$ cat src/rtl/fer_play.sv
// Playback streamer: walks one frame through the memory read port.
module fer_play #(
	parameter int FRAME_BYTES = 54,
	parameter int AW          = 15
) (
	input  logic          clk,
	input  logic          arst_n,
	input  logic          go,
	input  logic [AW-1:0] base,
	output logic          rd_en,
	output logic [AW-1:0] rd_addr,
	output logic          busy,
	output logic          vld,
	output logic          last
);

	localparam int BW = $clog2(FRAME_BYTES + 1);

	logic          active_q;
	logic [AW-1:0] addr_q;
	logic [BW-1:0] cnt_q;
	logic          vld_s1;
	logic          last_s1;
	logic          cnt_end;

	assign cnt_end = (cnt_q == BW'(FRAME_BYTES - 1));
	assign rd_en   = active_q;
	assign rd_addr = addr_q;
	assign busy    = active_q;
	assign vld     = vld_s1;
	assign last    = last_s1;

	// advance the read address once per cycle until the frame is issued
	always_ff @(posedge clk or negedge arst_n) begin
		if (!arst_n) begin
			active_q <= 1'b0;
			cnt_q    <= '0;
			vld_s1   <= 1'b0;
			last_s1  <= 1'b0;
		end else begin
			vld_s1  <= active_q;
			last_s1 <= active_q && cnt_end;
			if (go) begin
				active_q <= 1'b1;
				cnt_q    <= '0;
			end else if (active_q) begin
				if (cnt_end) begin
					active_q <= 1'b0;
				end
				cnt_q <= cnt_q + 1'b1;
			end
		end
	end

	// hold the byte address
	always_ff @(posedge clk) begin
		if (go) begin
			addr_q <= base;
		end else if (active_q) begin
			addr_q <= addr_q + 1'b1;
		end
	end

endmodule

$ cat config.mk
export PLATFORM = sky130hd
export DESIGN_NAME = fer_play
export DESIGN_NICKNAME = d
export VERILOG_FILES = /design/src/rtl/fer_play.sv
export SDC_FILE = /design/constraint.sdc
export NUM_CORES = 1
export LEC_CHECK = 0
export BUFFER_PORTS_ARGS = -buffer_cell sky130_fd_sc_hd__buf_2
export CORE_UTILIZATION = 27
export CTS_CLUSTER_DIAMETER = 60
export CTS_CLUSTER_SIZE = 24
export DETAILED_ROUTE_END_ITERATION = 6
export PLACE_DENSITY = 0.46
export REMOVE_ABC_BUFFERS = 1
export SLEW_MARGIN = 25
export SYNTH_ARGS = -nofsm -noshare
export SYNTH_HDL_FRONTEND = slang
export SYNTH_SLANG_ARGS = --single-unit
export TNS_END_PERCENT = 100
$ cat constraint.sdc
create_clock -name clk -period 1.5 [get_ports clk]
set_input_delay 0.075 -clock clk [delete_from_list [all_inputs] [get_ports clk]]
set_output_delay 0.075 -clock clk [all_outputs]
set_load 0.02 [all_outputs]
Yosys cells after proc, flatten, opt, wreduce, memory -nomap -nowiden
Cells that the tools add are included.
Widths: inputs -> output; s select.
{"block": "totals", "inputBits": 18, "word_cells": 17, "output_inout_bits": 19, "reg_bits": 24}
{"block": "classes", "n_mux": 7, "n_eq_ne": 1, "add_sub_neg": 2, "reduce_logical": 2}
{"op": "$mux 15", "count": 2}
{"op": "$add 15x1->15 const B", "count": 1}
{"op": "$mux 6", "count": 2}
{"op": "$add 6x1->6 const B", "count": 1}
{"op": "$eq 6x6->1 const B", "count": 1}
{"op": "$mux 1", "count": 3}
{"op": "$reduce_bool 2->1", "count": 1}
{"op": "$logic_and 1x1->1", "count": 1}

Depth between registers and ports, before layout
Gate-level depths: netlist (run 1).
{"block": "logic_depth", "depth_word": 4, "ltp_mapped": 5, "mapped_depth_nobuf": 5}

Worst setup path before layout (run 1)
OpenSTA, ideal clock, no wires.
{"block": "synth_path", "kind": "register to register", "from": "register addr_q[0] (netlist: rd_addr[0])", "to": "register addr_q[14] (netlist: rd_addr[14]), data pin", "path_buffers": 0, "path_stages_with_launch": 6, "slack_ns": -0.238, "arrival_time_ns": 1.479, "setup_time_ns": 0.260, "period_less_slack_ns": 1.738, "cell_sequence": "edfxtp_1 > ha_1 > nand3_2 > nor4_2 > xor2_1 > mux2_2"}
{"block": "synth_via", "elab_chain_cells": 3}
{"element": "start: declaration", "line": "20", "text": "logic [AW-1:0] addr_q;"}
{"element": "start signal: assignment", "line": "58", "text": "addr_q <= base;"}
{"element": "start signal: assignment", "line": "60", "text": "addr_q <= addr_q + 1'b1;"}
{"element": "$add 15x1->15", "line": "60"}
{"element": "$mux 15", "line": "59", "text": "end else if (active_q) begin"}
{"element": "$mux 15", "line": "57", "text": "if (go) begin"}
No other way between the ends. The select of a mux whose other input is x is not followed.
A chain may end at the register's enable or synchronous reset.

Worst setup path in the final report (run 1)
{"block": "layout_path", "from": "register addr_q[1] (netlist: rd_addr[1])", "to": "register addr_q[12] (netlist: rd_addr[12]), data pin"}
Same word-level chain as after synthesis.

==> impl_metrics.tcl, run 1 <==
set metrics [dict create \
    grt_usage_pct 13.1 \
    grt_pass1_vias 1121 \
    area_delta_synth_final_pct 39.9 \
    cts_num_sinks 24 \
    vias 1055 \
    finClkSkew_ns 0.00666 \
    ios 37 \
    drt_iter0_drc 44 \
    clk_path_buf_depth 2 \
    synth_cell_types 25 \
    yosysTopAreaCell "edfxtp_1" \
    maxCapViolCount 0 \
    outcome "finished with violations" \
    core_area_um2 4440 \
    synth-seq-cells 24 \
    cp.required_ns 1.52 \
    power_leakage_nw 0.754 \
    worst_pin_slew_ns 0.396 \
    drc_errors 6 \
    antennaDiodeCount 0 \
    grt_antenna_before_repair 0 \
    dieWidth_um 70.5 \
    r2r-end "rd_addr[12]" \
    grt_max_degree 16 \
    violations "DRC" \
    p_per_area_nw_per_um2 922 \
    drt.antenna.violating_nets 0 \
    rows 24 \
    path_buf_inv 1 \
    cts_root_buf "clkbuf_8" \
    clk_pin_slew_ns 0.09 \
    cp_slowest_cell "edfxtp_1" \
    wl_per_cell_um 12.9 \
    firstDrtPassIters 7 \
    initial_core_util_pct 28.5 \
    rsz0062_at_grt "true" \
    fillers 458 \
    critPathLaunchType "register" \
    cts_tree "yes" \
    period_minus_slack_ns 1.48 \
    synth.area.top_cells "edfxtp_1, dfrtp_1, xnor2_1, nand2_1, o21ai_0" \
    die_area_um2 4970 \
    finalMaxSlewViolations 0 \
    avgSynthCellArea_um2 10.4 \
    place_hpwl_mm 2.24 \
    worst_hold_path_type "in2reg" \
    r2r_cells 6 \
    grt_overflow 0 \
    fin_nets 200 \
    yosys_warnings 0 \
    dp_slack_ns -0.00247 \
    synth.yosys.seq_area_share_pct 53.3 \
    routed_wl_mm 2.97 \
    dieHeight_um 70.5 \
    endpoint_kind "register" \
    htreeDepth 1 \
    synth_area_um2 1270 \
    final_hold_viol_count 0 \
    fin_crit_sh_pct 98.6 \
    fmaxAchievable_ghz 0.676 \
    tns_ns 0 \
    path_class "reg2reg" \
    slowest_delay_ns 0.43 \
    vdd_ir_drop_max_mv 0.359 \
    min_path_cells 3 \
    via_per_inst 4.59 \
    critical_path_peak_fanout 5 \
    timing.rr.start "rd_addr[1]" \
    place_congestion 0.722 \
    hp-start "base[5]" \
    holdPathEnd "rd_addr[5]" \
    critPathArrivalTime_ns 1.50 \
    io_buffers 36 \
    clk_latency_ns 0.26 \
    maxSlewHeadroom_pct 73.6 \
    setup_viol 0 \
    path_cells "ha_4, nand3_4, buf_6, nor3_4, xnor2_1, o21ai_1" \
    yosys.area.top_type_share_pct 35.5 \
    synth_cells 122 \
    grt_first_pass_wirelength_mm 5.08 \
    cts_buffers 3 \
    reg2reg_slack_ns 0.02 \
    timing.critical_path.from "rd_addr[1]" \
    drive_gt1_share_pct 42.1 \
    cp_top_family "flip-flops" \
    worst_slack_ns 0.0215 \
]
[synth_stat cells]
cell type	count
nand3_1	4
inv_1	4
xor2_1	5
buf_4	1
a21oi_1	1
o21ai_0	9
xnor2_1	12
dfrtp_1	9
edfxtp_1	15
or3_1	1
nor4_2	2
mux2_2	2
or2_2	1
a21o_1	1
o21ai_1	5
nor3_1	4
ha_1	3
nand3_2	1
a211oi_1	1
nand4_2	2
nand2_1	19
nor2_1	11
nand4_1	4
buf_2	1
clkbuf_1	4
[through the flow]
stage	cell area [um2]	util [%]	cells	power, W	hold WS [ns]
4_1_cts	1690	38.0	227	0.00161	0.0869
2_1_floorplan	1240	-	116	0.00102	-0.221
3_5_place_dp	1620	36.5	222	0.00120	-0.0637
3_3_place_gp	1620	36.5	222	0.00120	-0.0616
5_1_grt	1770	39.9	230	0.00172	0.0882
6_report	1770	39.9	230	0.00164	0.0864
[cell families (layout without fill, tap and decap cells)]
| family | Yosys count | count (layout) | share of synthesized area [%] |
|---|---|---|---|
| mux | 2 | 2 | 1.78 |
| compound gates | 17 | 17 | 7.11 |
| fa+ha+maj | 3 | 3 | 2.96 |
| xor+xnor | 17 | 17 | 11.7 |
| simple gates | 49 | 49 | 19.7 |
| buf+inv | 10 | 66 | 3.36 |
| flops | 24 | 24 | 53.3 |
[how the worst max path moves through the flow]
stage	depth (start not counted)	to
2_1_floorplan	5	rd_addr[14]
3_3_place_gp	5	rd_addr[14]
3_5_place_dp	5	rd_addr[14]
4_1_cts	6	rd_addr[12]
5_1_grt	4	rd_addr[14]
6_report	6	rd_addr[12]
[cells in the final DEF, fill, tap and decap left out, types with 2 or more instances in the layout]
cell type / count
o21ai_0: 9
dfrtp_1: 9
clkbuf_8: 3
nand4_1: 4
nor2_2: 2
mux2_2: 2
nand2_1: 19
nor3_2: 3
buf_6: 4
nor4_2: 2
edfxtp_1: 15
xnor2_1: 12
nand3_1: 4
buf_2: 36
buf_4: 17
inv_1: 4
ha_1: 2
o21ai_1: 5
nor2_1: 9
xor2_1: 5
[worst min-delay path, cell delays in order]
cell and delay (ns):
buf_2 0.08, nand2_1 0.04, o21ai_0 0.06
[flip-flops by register name (all words and copies together) (netlist names)]
name,flops
last,1
cnt_q,6
vld,1
busy,1
rd_addr,15
[timing repair]
item                                    CTS  global route
gates resized for setup                   3            12
setup buffers                             0             3
hold endpoints to repair                  9             0
hold buffers                              1             0
endpoints found under the setup margin    4            10
pin swaps                                 3             5
[power by group]
group,switching [W],internal (W)
clock,0.000210,0.000190
combinational,0.000204,0.000193
sequential,0.0000676,0.000770
[layer usage]
| layer | up-vias | part of all wire, % | global-route usage [%] |
|---|---|---|---|
| li1 | 533 | - | - |
| met1 | 499 | 43 | 15.5 |
| met2 | 21 | 52 | 23.7 |
| met3 | 2 | 5.0 | 2.89 |
| met4 | 0 | 0.47 | 3.40 |
| met5 | - | 0 | 0 |
[area by class of cell]
| cell class | count | area (um2) | area share [%] |
|---|---|---|---|
| clock buffer | 4 | 45.0 | 2.54 |
| timing repair buffer | 58 | 363 | 20.5 |
| inverter | 4 | 15.0 | 0.847 |
| multi-input combinational | 88 | 609 | 34.4 |
| tap | 52 | 65.1 | 3.67 |
| sequential | 24 | 676 | 38.1 |
No activity file was read; power rests on OpenSTA's default activity.
==> run 2, diff against run 1 <==
--- a/config.mk
+++ b/config.mk
@@ -6,10 +6,12 @@
 export NUM_CORES = 1
 export LEC_CHECK = 0
 export BUFFER_PORTS_ARGS = -buffer_cell sky130_fd_sc_hd__buf_2
+export CORE_MARGIN = 10
 export CORE_UTILIZATION = 27
 export CTS_CLUSTER_DIAMETER = 60
 export CTS_CLUSTER_SIZE = 24
 export DETAILED_ROUTE_END_ITERATION = 6
+export MAX_ROUTING_LAYER = met4
 export PLACE_DENSITY = 0.46
 export REMOVE_ABC_BUFFERS = 1
 export SLEW_MARGIN = 25
==> impl_metrics.tcl, run 2 (synthesis gave the netlist of run 1 again) <==
set metrics [dict create \
    p_per_area_nw_per_um2 954 \
    path_class "reg2reg" \
    cts_buffers 3 \
    clk_path_buf_depth 2 \
    core_area_um2 4440 \
    critical_path_peak_fanout 4 \
    period_minus_slack_ns 1.46 \
    drc_errors 0 \
    endpoint_kind "register" \
    fillers 470 \
    routed_wl_mm 3.21 \
    grt_pass1_vias 1153 \
    grt_overflow 0 \
    die_area_um2 7830 \
    grt_max_degree 16 \
    finalMaxSlewViolations 0 \
    wl_per_cell_um 14.0 \
    clk_latency_ns 0.27 \
    place_hpwl_mm 2.47 \
    power_leakage_nw 0.757 \
    drt_iter0_drc 50 \
    ios 37 \
    dp_cells 222 \
    cts_root_buf "clkbuf_8" \
    stdcell_count 229 \
    io_buffers 36 \
    layout_common_cells "buf_2, buf_4, nand2_1" \
    fin_nets 199 \
    finClkSkew_ns 0.00780 \
    min_path_cells 3 \
    timing.rr.start "rd_addr[1]" \
    dieHeight_um 88.5 \
    largest_register_ffs 15 \
    vias 1062 \
    initial_core_util_pct 28.5 \
    dieWidth_um 88.5 \
    hold_ws_ns 0.0841 \
    worst_pin_slew_ns 0.392 \
    via_per_inst 4.64 \
    grt_antenna_before_repair 0 \
    area_delta_synth_final_pct 38.9 \
    r2r_cells 6 \
    cp.required_ns 1.53 \
    final_hold_viol_count 0 \
    holdPathEnd "rd_addr[8]" \
    place_congestion 0.800 \
    worst_hold_path_type "in2reg" \
    setup_viol 0 \
    critPathLaunchType "register" \
    r2r-end "rd_addr[10]" \
    drive_gt1_share_pct 39.5 \
    rows 24 \
    cts_num_sinks 24 \
    antennaDiodeCount 0 \
    htreeDepth 1 \
    hp-start "base[8]" \
    clk_pin_slew_ns 0.09 \
    fin_crit_sh_pct 97.2 \
    grt_first_pass_wirelength_mm 5.31 \
    fmaxAchievable_ghz 0.686 \
    cts_tree "yes" \
    timing.critical_path.from "rd_addr[1]" \
    critPathArrivalTime_ns 1.49 \
    drt.antenna.violating_nets 0 \
    grt_usage_pct 8.73 \
    vdd_ir_drop_max_mv 0.347 \
    layout_commonest_cell "buf_2" \
    rsz0062_at_grt "true" \
    firstDrtPassIters 4 \
    maxSlewHeadroom_pct 73.9 \
    outcome "finished, final reports clean" \
    reg2reg_slack_ns 0.04 \
    maxCapViolCount 0 \
]
-- run 2: cell count changes in the layout (fill, tap and decap cells not counted), moves of 2 or more --
| cell | delta |
|---|---|
| nor3_1 | +3 |
| nor4_2 | -2 |
| nor3_2 | -2 |
| buf_6 | -4 |
| nor2_1 | +2 |
| nor2_2 | -2 |
| buf_4 | +3 |
| nor4_4 | +2 |
-- run 2: through the flow --
stage          util (%)  cell area [um2]  setup WS [ns]  TNS, ns  total power (W)
6_report           39.6             1760         0.0416        0          0.00168
3_3_place_gp       36.5             1620        -0.0361  -0.0363          0.00120
5_1_grt            39.6             1760        -0.0633   -0.311          0.00178
3_5_place_dp       36.5             1620        -0.0739  -0.0957          0.00121
2_1_floorplan         -             1240         -0.238   -0.382          0.00102
4_1_cts            38.9             1730        0.00249        0          0.00169
-- run 2: worst max-delay path by stage --
| stage | to | slack (ns) | depth (start not counted) |
|---|---|---|---|
| global placement | rd_addr[14] | -0.04 | 5 |
| finish | rd_addr[10] | 0.04 | 6 |
| detailed placement | rd_addr[14] | -0.07 | 5 |
| CTS | rd_addr[14] | 0.002 | 5 |
| global route | rd_addr[12] | -0.06 | 4 |
| floorplan | rd_addr[14] | -0.24 | 5 |
-- run 2: power breakdown --
group          leakage [nW]  internal (W)  switching (W)
clock network        0.0288      0.000234       0.000214
registers             0.276      0.000770      0.0000637
logic                 0.452      0.000186       0.000211
total                 0.757       0.00119       0.000488
-- run 2: critical path, cell delays in order (launching register included) --
cell and delay [ns]:
edfxtp_1 0.41, ha_4 0.17, nand3_4 0.10, buf_4 0.17
nor3_2 0.17, xnor2_1 0.14, o21ai_1 0.07
-- run 2: layer usage --
layer | routed length (um) | part of all wire (%) | vias up | GRT usage [%]
met2 | 1540 | 48 | 25 | 14.6
met5 | 0 | 0 | - | -
met4 | 13 | 0.40 | 0 | 2.20
met3 | 268 | 8.3 | 2 | 2.94
li1 | - | - | 532 | -
met1 | 1390 | 43 | 503 | 9.78
-- run 2: final cells by class --
class	instances	area [um2]	area share (%)
clock buffers	4	55.1	3.13
well taps	52	65.1	3.70
flip-flops and latches	24	676	38.4
inverters	4	15.0	0.853
multi-input cells	88	609	34.6
repair buffers	57	340	19.3
-- run 2: timing repair --
| action | CTS | global route |
|---|---|---|
| pin swaps | 2 | 3 |
| setup buffers | 1 | 1 |
| hold endpoints to repair | 9 | 0 |
| hold buffers | 1 | 0 |
| resized for setup | 5 | 3 |
| setup endpoints to repair | 2 | 9 |
